### src/hw/rtl/cbpt_pkg.sv
package cbpt_pkg;

   localparam int COORD_BITS_DEF    = 16;
   localparam int PARAM_BITS_DEF    = 16;
   localparam int DIR_FRAC_BITS_DEF = 14;

   // only the low 64 bits of a control point register are seen by the datapath
   localparam int REG_VISIBLE_BITS = 64;
   localparam int NUM_CTRL         = 4;

   // normalised derivative magnitude lies in [2^NORM_MSB, 2^(NORM_MSB+1))
   localparam int MAG_BITS  = 30;
   localparam int NORM_MSB  = MAG_BITS - 1;
   localparam int ROOT_BITS = 32;
   localparam int RAD_BITS  = 2 * ROOT_BITS;

   localparam int STEPS_PER_STAGE = 2;

   localparam int CSR_INDEX_BITS = 3;
   typedef logic [CSR_INDEX_BITS-1:0] csr_index_type;

   localparam csr_index_type CSR_CTRL_POINT_0 = csr_index_type'(0);
   localparam csr_index_type CSR_CTRL_POINT_1 = csr_index_type'(1);
   localparam csr_index_type CSR_CTRL_POINT_2 = csr_index_type'(2);
   localparam csr_index_type CSR_CTRL_POINT_3 = csr_index_type'(3);

endpackage

### src/hw/rtl/cbpt_isqrt.sv
module cbpt_isqrt (
   input  logic                               clock,
   input  logic                               en,
   input  logic [cbpt_pkg::RAD_BITS-1:0]      rad_in,
   output logic [cbpt_pkg::ROOT_BITS-1:0]     root_out
);
   localparam int NW   = cbpt_pkg::RAD_BITS;
   localparam int RW   = cbpt_pkg::ROOT_BITS;
   localparam int REMW = RW + 2;
   localparam int SPS  = cbpt_pkg::STEPS_PER_STAGE;
   localparam int STG  = RW / SPS;

   logic [NW-1:0]   rad_ff  [STG];
   logic [RW-1:0]   root_ff [STG];
   logic [REMW-1:0] rem_ff  [STG];

   for (genvar gs = 0; gs < STG; gs++) begin : g_stage
      logic [NW-1:0]   rad_src, rad_nx;
      logic [RW-1:0]   root_src, root_nx;
      logic [REMW-1:0] rem_src, rem_nx;

      if (gs == 0) begin : g_first
         assign rad_src  = rad_in;
         assign root_src = '0;
         assign rem_src  = '0;
      end else begin : g_next
         assign rad_src  = rad_ff[gs-1];
         assign root_src = root_ff[gs-1];
         assign rem_src  = rem_ff[gs-1];
      end

      always_comb begin
         logic [REMW-1:0] rs;
         logic [REMW-1:0] tr;
         rad_nx  = rad_src;
         root_nx = root_src;
         rem_nx  = rem_src;
         for (int j = 0; j < SPS; j++) begin
            rs     = {rem_nx[REMW-3:0], rad_nx[NW-1:NW-2]};
            rad_nx = rad_nx << 2;
            tr     = {root_nx, 2'b01};
            if (rs >= tr) begin
               rem_nx  = rs - tr;
               root_nx = {root_nx[RW-2:0], 1'b1};
            end else begin
               rem_nx  = rs;
               root_nx = {root_nx[RW-2:0], 1'b0};
            end
         end
      end

      always_ff @(posedge clock) begin
         if (en) begin
            rad_ff[gs]  <= rad_nx;
            root_ff[gs] <= root_nx;
            rem_ff[gs]  <= rem_nx;
         end
      end
   end

   assign root_out = root_ff[STG-1];

endmodule

### config.mk
export PLATFORM = sky130hd
export DESIGN_NAME = cbpt_isqrt
export DESIGN_NICKNAME = d
export VERILOG_FILES = /design/src/hw/rtl/cbpt_pkg.sv /design/src/hw/rtl/cbpt_isqrt.sv
export SDC_FILE = /design/constraint.sdc
export NUM_CORES = 2
export LEC_CHECK = 0
export BUFFER_PORTS_ARGS = -buffer_cell sky130_fd_sc_hd__clkbuf_2
export CAP_MARGIN = 0
export CORE_ASPECT_RATIO = 0.6
export CORE_MARGIN = 4
export CORE_UTILIZATION = 55
export CTS_CLUSTER_DIAMETER = 150
export DETAILED_ROUTE_END_ITERATION = 16
export PLACE_DENSITY = 0.71
export SYNTH_ARGS = -nofsm -noshare
export SYNTH_HDL_FRONTEND = slang
export SYNTH_SLANG_ARGS = --single-unit
### constraint.sdc
create_clock -name clock -period 7.01 [get_ports clock]
set_input_delay 0.701 -clock clock [delete_from_list [all_inputs] [get_ports clock]]
set_output_delay 0.701 -clock clock [all_outputs]
set_load 0.03 [all_outputs]
# == Word level (Yosys, flattened, before mapping) ==
# Memories as Yosys holds them, arrays and structs flattened.
# Index checks and enable logic that the tools add are counted.
# op_classes
n_reduce_logical,0
n_eq_ne,0
n_lt_le_gt_ge,32
div_mod_pow,0
shift,0
mux,66
multipliers,0
bitwise_logic,0
add_sub_neg,32
# op_table
op,n
34-bit greater-or-equal comparator,30
34-bit two-way mux,16
32-bit two-way mux,16
34-bit subtractor,15
32-bit subtractor,15
34-bit by 3-bit greater-or-equal comparator with 1-bit output,1
1-bit two-way mux,34
34-bit by 3-bit subtractor with 34-bit output,1
"2-bit by 1-bit subtractor with 3-bit output, second input constant",1
"2-bit by 1-bit greater-or-equal comparator with 1-bit output, second input constant",1
# word_totals
latch_bits,0
input_bits,66
rom_bits,0
reg_bits,0
mem_count,3
ram_bits,2016
# memory_table
memory,words,width,read_ports,rd_clocked_by_memory_dff,write_ports,line,rtl
rad_ff,16,60,15,0,16,cbpt_isqrt.sv:13,logic [NW-1:0] rad_ff [STG];
rem_ff,16,34,15,0,16,cbpt_isqrt.sv:15,logic [REMW-1:0] rem_ff [STG];
root_ff,16,32,16,0,16,cbpt_isqrt.sv:14,logic [RW-1:0] root_ff [STG];

# == Depth between registers and ports, before layout ==
# An unclocked memory read counts as a cell.
# depth
ltp_word,5
ltp_mapped,30

# == Worst setup path after synthesis ==
# Ideal clock, no wire load.
# synth_path
kind,flip-flop to flip-flop
startpoint,memory rem_ff[1][94] (netlist name)
endpoint,memory rem_ff[1][122] (netlist name) (data pin)
setup_ps,260
setup_slack_ps,826
required_ps,6750
arrival_time_ps,5924
path_stages_with_launch,23
path_cell_list,edfxtp_1 or4_1 or4_1 or2_2 a21o_1 nand2_1 buf_1 clkbuf_1 nor2_1 a21oi_1 ha_1 a21o_1 a21oi_1 or3b_2 a221oi_1 o31ai_1 o31a_1 a21o_1 o21ai_0 and4b_1 buf_2 buf_2 mux2_2
# synth_lines
element,line
from (decl),cbpt_isqrt.sv:15

==> key figures <==
Outcome
  – Outcome: completed

Timing
  – Fmax: around 140 MHz
  – Slew headroom: 5.02%
  – Setup TNS: 0 ns
  – RSZ-0062 raised after global routing: no
  – Final setup viols: 0
  – Final hold violation count: 0
  – Min Tclk post-route: approximately 6.9 ns
  – Final period util: 98.6%
  – Slew @ Worst Pin: approximately 1.4 ns
  – Max Clock Skew: 0.104 ns
  – Max-slew violations: 0
  – Final setup margin: 0.0958 ns

Place
  – Setup WS pre-CTS: around 0.068 ns
  – Placer Congestion: 1.01
  – PortBufs: 97
  – Post-placement cell area: 83200 µm²
  – DP HPWL: between 150 and 200 mm

Cells and area
  – Layout area overhead: 10.1%
  – Final Net Count: 8698
  – Final instance area: between 80000 and 90000 µm²
  – FF+latch area: 36400 µm²
  – Post-layout util: roughly three fifths
  – Fraction of layout cells with a size suffix above 1: 8.53%
  – Filler cells: 12000
  – Multi-input logic area: roughly 41000 µm²

Detailed routing
  – DR pass1 iterations: 7
  – Highest Signal Layer: met5
  – Vias per std cell: 6.25
  – Via count: between 60000 and 70000
  – Number of nets with antenna violations after routing: 0
  – Metal-1 WL: 117 mm
  – Routed Wire Length: about 230 mm
  – Initial DRC count: around 7800
  – DRC: 0
  – Routed length per instance: ~23 µm
  – Met2 wire len: 84.1 mm
  – Routed wl met3: 28.0 mm

Min path
  – HP Class: in -> reg
  – Hold path depth: 1
  – HP Start: rad_in[8]
  – Hold Crit Endpoint: rad_ff[0][8]

CTS
  – Max Root-Sink Buffers: 3
  – Htree depth: 3
  – Clock Latency Late Sink: 0.83 ns
  – CTS Buf Count: 114
  – # clock sinks: around 1200
  – Clock transition at the registers of the reported paths: 0.07 ns
  – CTS tree: yes
  – Root buf cell: clkbuf_16

Logic synthesis
  – Netlist cell types: 109
  – Synth Register Bits: 1211
  – Synth Area per Inst: 10.1 µm²
  – Sequential-to-total area share from yosys stat: 45.8%
  – Synthesized cell area: 79400 µm²
  – Cells after synthesis: just under 8000
  – YS warnings: 0
  – Post-synth EDFFs: 1211
  – Main synth FF type: edfxtp_1
  – Async SR Flop Fraction: 0%

Job
  – Max Cap Viol: 0

Worst setup path
  – Critical Path Start Type: flop
  – Worst Setup End Kind: flop
  – Worst Path Max Fanout: 24
  – R2R depth: 20
  – Crit path arrival time: 7.45 ns
  – Worst reg-to-reg setup slack: 0.1 ns
  – RR Startpoint: rem_ff[0][263]
  – CP Class: reg -> reg
  – CP required: 7.54 ns
  – Worst R2R End: rem_ff[1][25]

Power
  – Pwr Total: 0.0343 W
  – Psw: 0.0141 W
  – Internal Power: a little over 0.02 W
  – Max VDD drop: 0.000266 V
  – Flop pwr share: 31.6%
  – Clock power share: around a fifth
  – Leakage: 34.7 nW
  – Sw Share: 41.2%
  – Logic pwr share: 49.4%
  – PD cells: between 300 and 400 nW/µm²

Die
  – Die Width: ~500 µm
  – Die Span Y: 302 µm
  – Die footprint: 151000 µm²
  – Initial core utilization: 55.6%
  – Core area: 143000 µm²
  – Top-level port count: slightly below 100
  – Row count: approximately 110

Global routing
  – Grt ovf: 0
  – Antenna violations before repair: 8
  – All-layer global routing usage: 30.1%
  – First-pass GRT wire length: 352 mm
  – Vias in the first global route: 57800
  – Largest net degree at the start of global routing: between 150 and 200
[cells in the final DEF (no fill, tap or decap), drive strengths merged, types with 70 or more instances in the layout]
| master | count |
|---|---|
| edfxtp | 1211 |
| nand2 | 658 |
| a21oi | 618 |
| nor2 | 595 |
| ha | 558 |
| inv | 471 |
| xnor2 | 449 |
| o21ai | 444 |
| a21o | 287 |
| xor2 | 268 |
| clkbuf | 224 |
| buf | 190 |
| nand3 | 189 |
| nor3 | 174 |
| nand4 | 129 |
| nor4 | 107 |
| mux2 | 98 |
| nand2b | 97 |
| o21a | 90 |
| or3 | 83 |
| o31ai | 81 |
| nor2b | 78 |
| o21bai | 70 |
[power groups by stage]
| stage | combinational (W) | sequential [W] | clock [W] |
|---|---|---|---|
| after floorplan | 0.0119 | 0.0104 | 0 |
| after global placement | 0.0162 | 0.0109 | 0 |
| after detailed placement | 0.0163 | 0.0109 | 0 |
| after CTS | 0.0165 | 0.0108 | 0.00671 |
| after global routing | 0.0185 | 0.0109 | 0.00705 |
| final | 0.0169 | 0.0108 | 0.00655 |
[timing repair]
action / in CTS / in global routing
gates resized for setup: 0 / 27
endpoints found under the hold margin: 24 / 0
hold buffers: 24 / 0
endpoints found under the setup margin: 0 / 114
setup buffers: 0 / 0
[stage by stage]
step,hold slack [ns],instances
floorplan,0.400,7866
global placement,0.400,9841
detailed placement,0.405,9841
CTS,0.00272,10100
global route,0.000459,10100
finish,0.0586,10100
[how the worst max path moves through the flow]
| stage | slack (ns) | depth (start not counted) | endpoint | from |
|---|---|---|---|---|
| floorplan | 0.83 | 22 | rem_ff[1][122] | rem_ff[1][94] |
| global placement | 0.10 | 23 | rem_ff[1][233] | root_ff[1][171] |
| detailed placement | 0.07 | 19 | rem_ff[1][11] | rem_ff[0][264] |
| CTS | 0.01 | 19 | rem_ff[1][11] | rem_ff[0][264] |
| global route | 0.009 | 24 | rem_ff[1][184] | root_ff[1][128] |
| finish | 0.1 | 20 | rem_ff[1][25] | rem_ff[0][263] |
[area by class of cell]
type,instances,share of cell area (%)
well taps,1907,2.73
flip-flops and latches,1211,41.6
clock buffers,128,3.32
clock inverters,85,1.16
multi-input cells,5973,46.4
diodes,6,0.0172
inverters,464,2.00
repair buffers,310,2.77
[cells by family (layout without fill, tap and decap cells)]
group	count (synthesis)	in the layout	synth area share, %
and+or+nand+nor	2513	2513	16.0
AOI/OAI and AO/OA	2058	2058	16.5
DFF	1211	1211	45.8
xor gates and xnor gates	717	717	7.91
buffers and inverters	682	987	3.28
adders and majority gates	558	558	8.79
muxes	124	124	1.72
other	1	9	0.00472
[Yosys cell counts (50+ instances only)]
cell | count | area [µm²]
edfxtp_1 | 1211 | 36400
nand2_1 | 658 | 2470
a21oi_1 | 617 | 3090
nor2_1 | 595 | 2230
ha_1 | 558 | 6980
inv_1 | 456 | 1710
xnor2_1 | 449 | 3930
o21ai_0 | 435 | 2180
a21o_1 | 287 | 2150
xor2_1 | 268 | 2350
nand3_1 | 186 | 931
clkbuf_1 | 172 | 646
nor3_1 | 172 | 861
nand4_1 | 128 | 801
nor4_1 | 101 | 632
mux2_2 | 97 | 1090
nand2b_1 | 96 | 601
o21a_1 | 90 | 676
o31ai_1 | 81 | 608
or3_1 | 81 | 507
nor2b_1 | 78 | 488
o21bai_1 | 70 | 526
and3_1 | 68 | 425
and2_1 | 64 | 400
a31oi_1 | 61 | 382
o211ai_1 | 59 | 443
or2_2 | 53 | 332
a211oi_1 | 50 | 375
[layer usage]
metal | vias to the layer above | track usage (%)
met2 | 2813 | 37.3
met5 | - | 0.657
met4 | 8 | 4.92
met1 | 30200 | 50.2
met3 | 244 | 9.52
li1 | 29700 | -
[worst max-delay path, stage by stage, from the launching register on]
cell and delay (ns):
edfxtp_1 0.51, or3_1 0.41, or2_0 0.31, or4_1 0.46, or3_1 0.50, nor2_1 0.20, buf_4 0.33, mux2_2 0.40
ha_1 0.42, nand3_1 0.30, nor4b_2 0.49, nand4_1 0.15, nor3b_1 0.21, a31oi_1 0.10, mux2_2 0.28, o41a_1 0.17
and4_1 0.23, and4_1 0.23, a221o_1 0.42, nor3_1 0.29, xor2_1 0.26
[flip-flops by register name, summed over array words and instances (netlist names)]
signal	count
root_ff	272
rad_ff	480
rem_ff	459
Note: power is estimated with default switching activity, not from simulation.
