===== config.mk =====
export PLATFORM = sky130hd
export DESIGN_NAME = cbpt_div
export DESIGN_NICKNAME = d
export VERILOG_FILES = /design/src/hw/rtl/cbpt_pkg.sv /design/src/hw/rtl/cbpt_div.sv
export SDC_FILE = /design/constraint.sdc
export NUM_CORES = 2
export LEC_CHECK = 0
export BUFFER_PORTS_ARGS = -buffer_cell sky130_fd_sc_hd__buf_2
export CAP_MARGIN = 20
export CORE_ASPECT_RATIO = 2
export CORE_UTILIZATION = 30
export DETAILED_ROUTE_END_ITERATION = 7
export PLACE_DENSITY_LB_ADDON = 0.12
export SYNTH_ARGS = -nofsm -noshare
export SYNTH_HDL_FRONTEND = slang
export SYNTH_SLANG_ARGS = --single-unit

===== constraint.sdc =====
create_clock -name clock -period 16.8 [get_ports clock]
set_input_delay 1.68 -clock clock [delete_from_list [all_inputs] [get_ports clock]]
set_output_delay 1.68 -clock clock [all_outputs]
set_load 0.01 [all_outputs]

===== src/hw/rtl/cbpt_pkg.sv =====
package cbpt_pkg;

   localparam int COORD_BITS_DEF    = 16;
   localparam int PARAM_BITS_DEF    = 16;
   localparam int DIR_FRAC_BITS_DEF = 14;

   // only the low 64 bits of a control point register are seen by the datapath
   localparam int REG_VISIBLE_BITS = 64;
   localparam int NUM_CTRL         = 4;

   // normalised derivative magnitude lies in [2^NORM_MSB, 2^(NORM_MSB+1))
   localparam int MAG_BITS  = 30;
   localparam int NORM_MSB  = MAG_BITS - 1;
   localparam int ROOT_BITS = 32;
   localparam int RAD_BITS  = 2 * ROOT_BITS;

   localparam int STEPS_PER_STAGE = 2;

   localparam int CSR_INDEX_BITS = 3;
   typedef logic [CSR_INDEX_BITS-1:0] csr_index_type;

   localparam csr_index_type CSR_CTRL_POINT_0 = csr_index_type'(0);
   localparam csr_index_type CSR_CTRL_POINT_1 = csr_index_type'(1);
   localparam csr_index_type CSR_CTRL_POINT_2 = csr_index_type'(2);
   localparam csr_index_type CSR_CTRL_POINT_3 = csr_index_type'(3);

endpackage


===== src/hw/rtl/cbpt_div.sv =====
module cbpt_div #(
   parameter int FRAC_BITS = cbpt_pkg::DIR_FRAC_BITS_DEF
) (
   input  logic                           clock,
   input  logic                           en,
   input  logic [cbpt_pkg::MAG_BITS-1:0]  mag_in,
   input  logic [cbpt_pkg::ROOT_BITS-1:0] den_in,
   output logic [FRAC_BITS:0]             quo_out
);
   localparam int MW   = cbpt_pkg::MAG_BITS;
   localparam int DNW  = cbpt_pkg::ROOT_BITS;
   localparam int QB   = FRAC_BITS + 1;
   localparam int NUMW = MW + QB;
   localparam int SPS  = cbpt_pkg::STEPS_PER_STAGE;
   localparam int STG  = (QB + SPS - 1) / SPS;

   logic [NUMW-1:0] num_ff;
   logic [DNW-1:0]  den0_ff;

   logic [DNW:0]    pr_ff [STG];
   logic [QB-1:0]   lo_ff [STG];
   logic [QB-1:0]   q_ff  [STG];
   logic [DNW-1:0]  dn_ff [STG];

   // numerator with half the divisor added for round to nearest
   always_ff @(posedge clock) begin
      if (en) begin
         num_ff  <= NUMW'({mag_in, {FRAC_BITS{1'b0}}}) + NUMW'(den_in >> 1);
         den0_ff <= den_in;
      end
   end

   for (genvar gs = 0; gs < STG; gs++) begin : g_stage
      logic [DNW:0]   pr_src, pr_nx;
      logic [QB-1:0]  lo_src, lo_nx, q_src, q_nx;
      logic [DNW-1:0] dn_src;

      if (gs == 0) begin : g_first
         assign pr_src = (DNW+1)'(num_ff[NUMW-1:QB]);
         assign lo_src = num_ff[QB-1:0];
         assign q_src  = '0;
         assign dn_src = den0_ff;
      end else begin : g_next
         assign pr_src = pr_ff[gs-1];
         assign lo_src = lo_ff[gs-1];
         assign q_src  = q_ff[gs-1];
         assign dn_src = dn_ff[gs-1];
      end

      always_comb begin
         logic [DNW:0] t_v;
         t_v   = '0;
         pr_nx = pr_src;
         lo_nx = lo_src;
         q_nx  = q_src;
         for (int j = 0; j < SPS; j++) begin
            if (gs * SPS + j < QB) begin
               t_v   = {pr_nx[DNW-1:0], lo_nx[QB-1]};
               lo_nx = lo_nx << 1;
               if (t_v >= {1'b0, dn_src}) begin
                  pr_nx = t_v - {1'b0, dn_src};
                  q_nx  = {q_nx[QB-2:0], 1'b1};
               end else begin
                  pr_nx = t_v;
                  q_nx  = {q_nx[QB-2:0], 1'b0};
               end
            end
         end
      end

      always_ff @(posedge clock) begin
         if (en) begin
            pr_ff[gs] <= pr_nx;
            lo_ff[gs] <= lo_nx;
            q_ff[gs]  <= q_nx;
            dn_ff[gs] <= dn_src;
         end
      end
   end

   assign quo_out = q_ff[STG-1];

endmodule


# Word level (Yosys, flattened, before mapping)
# Memory sizes are Yosys's and may differ from the RTL's.
# Index checks and enable logic that the tools add are counted.
# totals
regBits	77
mem_bits_rw	752
in_bits	64
out_inout_bits	15
elab_cells	69
n_memories	4
# memory_table
memory	depth	width	rd	rd_ports_with_merged_regs	write_ports	line_no	source
pr_ff	8	33	7	0	8	cbpt_div.sv:20	logic [DNW:0] pr_ff [STG];
dn_ff	8	32	7	0	8	cbpt_div.sv:23	logic [DNW-1:0] dn_ff [STG];
q_ff	8	15	8	0	8	cbpt_div.sv:22	logic [QB-1:0] q_ff [STG];
lo_ff	8	14	7	0	8	cbpt_div.sv:21	logic [QB-1:0] lo_ff [STG];
# classes
addsub	16
magnitude_cmp	15
mux	32
# ops
cell	count
>= comparator 33 x 32 -> 1 bit	14
two-way mux 33 bit	8
subtractor 33 x 32 -> 33 bit	8
two-way mux 32 bit	7
subtractor 32 bit	6
adder 44 x 31 -> 45 bit	1
>= comparator 31 x 32 -> 1 bit	1
subtractor 31 x 32 -> 32 bit	1
two-way mux 1 bit	17

# Depth between registers and ports, before layout
# An unclocked memory read counts as a cell.
# logic_depth
word_depth	5
depth_mapped	28
depth_no_buf	25

# Worst setup path after synthesis
# Ideal clock, no wire load.
# synth_path
path_kind	reg-to-reg
startpoint	register num_ff[14]
endpoint	memory pr_ff[0][1] (netlist bit) (data pin)
setup_time_ns	0.260
arrival_time_ns	5.774
required_time_ns	16.540
slack_ns	10.766
stages_incl_launch_ff	25
path_buffers	3
period_less_slack_ns	6.034
path_cell_list	edfxtp_1 inv_1 ha_1 inv_1 fa_1 a21oi_1 o21ai_1 o22ai_1 o311a_1 a211oi_1 o221ai_1 a21o_1 clkbuf_1 clkbuf_1 mux2_2 ha_1 and3_1 a221o_1 a211oi_1 nor2_1 o211ai_1 nand3_1 a2111oi_4 buf_2 mux2_2
# synth_rtl
element	line_no	source
start: declaration	cbpt_div.sv:17	logic [NUMW-1:0] num_ff;
start signal: assignment	cbpt_div.sv:28	num_ff <= NUMW'({mag_in, {FRAC_BITS{1'b0}}}) + NUMW'(den_in >> 1);
end: declaration	cbpt_div.sv:20	

==> run summary <==
The terminus of the critical flop-to-flop path is pr_ff[1][1]. The final worst-path cycle share came out at just over 50%. The most common cell after layout, fill and taps aside is edfxtp_1. The critical setup path kind is flop to flop. The count of boundary I/O pins came out at between 70 and 80.

After clock tree synthesis, the repair step resized 0 gates. At the end of routability-driven placement, the weighted congestion stood at a little over 0.9. The remaining max-slew budget at the tightest pin is between 20% and 30%. The filler-free cell count of the finished design came out at a little over 7,000. The flow ran to the end, and the final reports show no timing, DRC or antenna violations.

The tree is rooted in a clkbuf_16. The number of antenna violations at the first check in global routing came to 1. The routed metal-1 wire length is between 40,000 and 50,000 um. The worst hold path was traced through 0 stages. The post-synth design cell area came out at 0.04774 mm2. The relative area change from synthesis to final layout came out at 10.64%. Detailed routing placed a total of between 90,000 and 100,000 um of wire on met2. The max-slew violation total from the final report came out at 0. The type of the most critical hold path is flop to flop.

The routed wirelength normalized by instance count is between 20 and 25 um. In this run, synthesis produced a sequential element count of slightly below 600. Once the floorplan was initialized, standard cells occupied between 30% and 40% of the core. The total global routing track utilization came out at between 10% and 20%. Setup repair after global routing left no endpoint under its margin. The clock net in this run drives a total of 582 sinks. The setup clock skew after layout came out at 0.01772 ns. The kind of end point of the critical path is a flop. The time the final worst path needs with I/O delays and setup is about 8.6 ns. The number of buffers created by CTS came out at slightly below 70. The synthesized area per cell came out at slightly below 10 um2. The number of nets still failing antenna checks after routing came out at 0. The setup slack of the worst register-to-register path is just over 8 ns. The wire length reported by the detailed router came out at 156,500 um. The CTS tree is built. The maximum number of buffers from clock root to sink is 3. The maximum clock frequency came out at between 100 and 150 MHz. The clock transition at the registers of the reported paths came out at 0.06 ns. The number of port buffers is around 80. The data arrival time of the worst path came out at ~9.0 ns. Entering global routing, the biggest net connects 78 pins.

The launching point of the worst reg2reg path is dn_ff[0][6]. The later-pin clock latency in the skew report is 0.66 ns. The post-CTS setup repair buffer count is 0. The number of max-cap violations came out at 0. The type of element launching the critical path is a flop.

Cells with a size suffix above 1 make up 9.628% of the layout. The top cell types in the final layout, fill and taps aside, are edfxtp_1 (582), ha_1 (496), a21oi_1 (454). The area enclosed by the die boundary is 0.1608 mm2. The final count of hold timing violations is 0. The number of nets in the synthesized netlist is 5,449.

The post-route setup TNS came out at 0 ns. In this run, the number of DRC markers left after iteration 0 of detailed routing was roughly 1,300. The estimated wirelength of the detail-placed design came out at roughly 130,000 um. The quantity of hold-fixing buffers added after cts came out at 0. The vertical die dimension came out at 566.2 um. The number of global-route vias before repair is between 40,000 and 50,000.

At the pin with the least slew margin, the transition time is about 1.2 ns. The first-pass GRT wire length came out at 233,600 um. The count of final setup violators came out at 0. The detailed router used layers up to and including met4. The number of placed instances, taps included, is between 6,000 and 7,000. The number of iterations in the first detailed-routing pass is 5. Yosys printed 0 warnings. The number of placement rows is 206. The level count of the clock H-tree is 3. The total number of vias came out at 36,680. The via count normalized by instance count came out at between 5 and 6. The share of synthesized area occupied by flip-flops and latches is 36.60%.

The number of distinct standard cells referenced by the synthesized netlist is 96. The core footprint came out at approximately 0.16 mm2. The largest fanout of any net on the critical path is 33. The wire length on met3 came out at about 2700 um. The cell count after synthesis is a little under 5,000. Counting flops with a built-in enable in the synthesized netlist gives around 580.

The required time at the worst-slack endpoint is 17.19 ns. For this run, the leading register cell type out of synthesis is edfxtp_1. The net count of the finished layout is roughly 5,500. The remaining routing DRC violations came out at 0.

The depth of the most critical reg-to-reg path came out at 25. The launch instance of the worst min-delay path is q_ff[1][39]. The width of the die is between 200 and 300 um. For this run the aggregate overflow at the end of global routing stands at 0. For hold timing, the worst endpoint is q_ff[1][55].

The fraction of registers with async set/reset came out at 0%.
## synthesized netlist by cell type, types with 60 or more instances
cell type	instances	area, um2
nor2_1	289	1085
mux2_2	163	1836
o21bai_1	60	450.4
ha_1	496	6206
nand3_1	104	520.5
nand2_1	273	1025
xor2_1	116	1016
xnor2_1	259	2268
nor3_1	87	435.4
inv_1	395	1483
o21a_1	87	653.1
clkbuf_1	83	311.6
a21o_1	209	1569
mux2_1	72	810.8
nor2b_1	60	375.4
edfxtp_1	582	17480
a21oi_1	455	2277
o21ai_0	272	1361
nand4_1	69	431.7
## routing by layer
metal,GRT usage (%),up-vias
met5,0,-
met4,14.79,0
met3,1.691,326
met2,43.32,553
met1,13.37,17430
li1,-,18370
## worst max-delay path by stage
stage	from	endpoint	cells past startpoint	slack, ns
final	dn_ff[0][6]	pr_ff[1][1]	25	8.19
after floorplan	num_ff[14]	pr_ff[0][1]	24	10.77
after CTS	dn_ff[0][13]	pr_ff[1][1]	25	8.11
after detailed placement	dn_ff[0][6]	pr_ff[1][1]	25	8.15
after global routing	dn_ff[0][6]	pr_ff[1][1]	25	7.98
after global placement	dn_ff[0][6]	pr_ff[1][1]	25	8.17
## worst max-delay path: stages, from the launching register on
cell	delay, ns
edfxtp_1	0.42
inv_1	0.11
ha_1	0.31
a21o_1	0.19
or3_1	0.31
o211a_1	0.26
a21o_1	0.25
o21ai_2	0.33
a21oi_1	0.23
o31ai_2	0.28
buf_4	0.26
and2_1	0.15
buf_4	0.40
mux2_2	0.42
ha_1	0.42
and3_1	0.30
nand4_1	0.19
nor3_1	0.97
a21boi_0	0.60
a211oi_1	0.28
o211ai_1	0.30
a21oi_1	0.12
o21ai_1	0.11
a221o_2	0.12
buf_4	0.51
mux2_1	0.39
## final cells by class
class                           instances  area (um2)
Sequential cell                       582       17480
Antenna cell                            2       5.005
Tap cell                             2080        2603
Fill cell                           16300      104900
Clock buffer                           90        1869
Clock inverter                         36       354.1
Timing Repair Buffer                  120       715.7
Multi-Input combinational cell       3780       28310
Inverter                              398        1494
## state kept, by name (all words and copies together), names as in the netlist
| signal | flops |
|---|---|
| dn_ff | 224 |
| num_ff | 45 |
| q_ff | 71 |
| den0_ff | 18 |
| pr_ff | 224 |
## through the flow
step | setup slack [ns] | hold WS (ns) | utilization, % | area [um2]
2_1_floorplan | 10.77 | 0.4003 | - | 47740
3_3_place_gp | 8.169 | 0.4032 | 32.07 | 50590
3_5_place_dp | 8.153 | 0.4045 | 32.08 | 50600
4_1_cts | 8.111 | 0.4160 | 33.49 | 52820
5_1_grt | 7.981 | 0.4173 | 33.49 | 52820
6_report | 8.188 | 0.4151 | 33.49 | 52830
## cell families (layout without fill, tap and decap cells)
kind of cell	Yosys count	count (layout)	share of synthesized area [%]
xor+xnor	375	375	6.879
flops	582	582	36.60
simple gates	1119	1119	11.43
fa+ha+maj	511	511	13.63
compound gates	1491	1491	20.31
other cells	0	2	0
buf+inv	512	644	4.219
mux	284	284	6.937
Power is left out: the tool's default activity adds up to more than one toggle a clock period on the data nets, which glitch-free logic cannot reach.
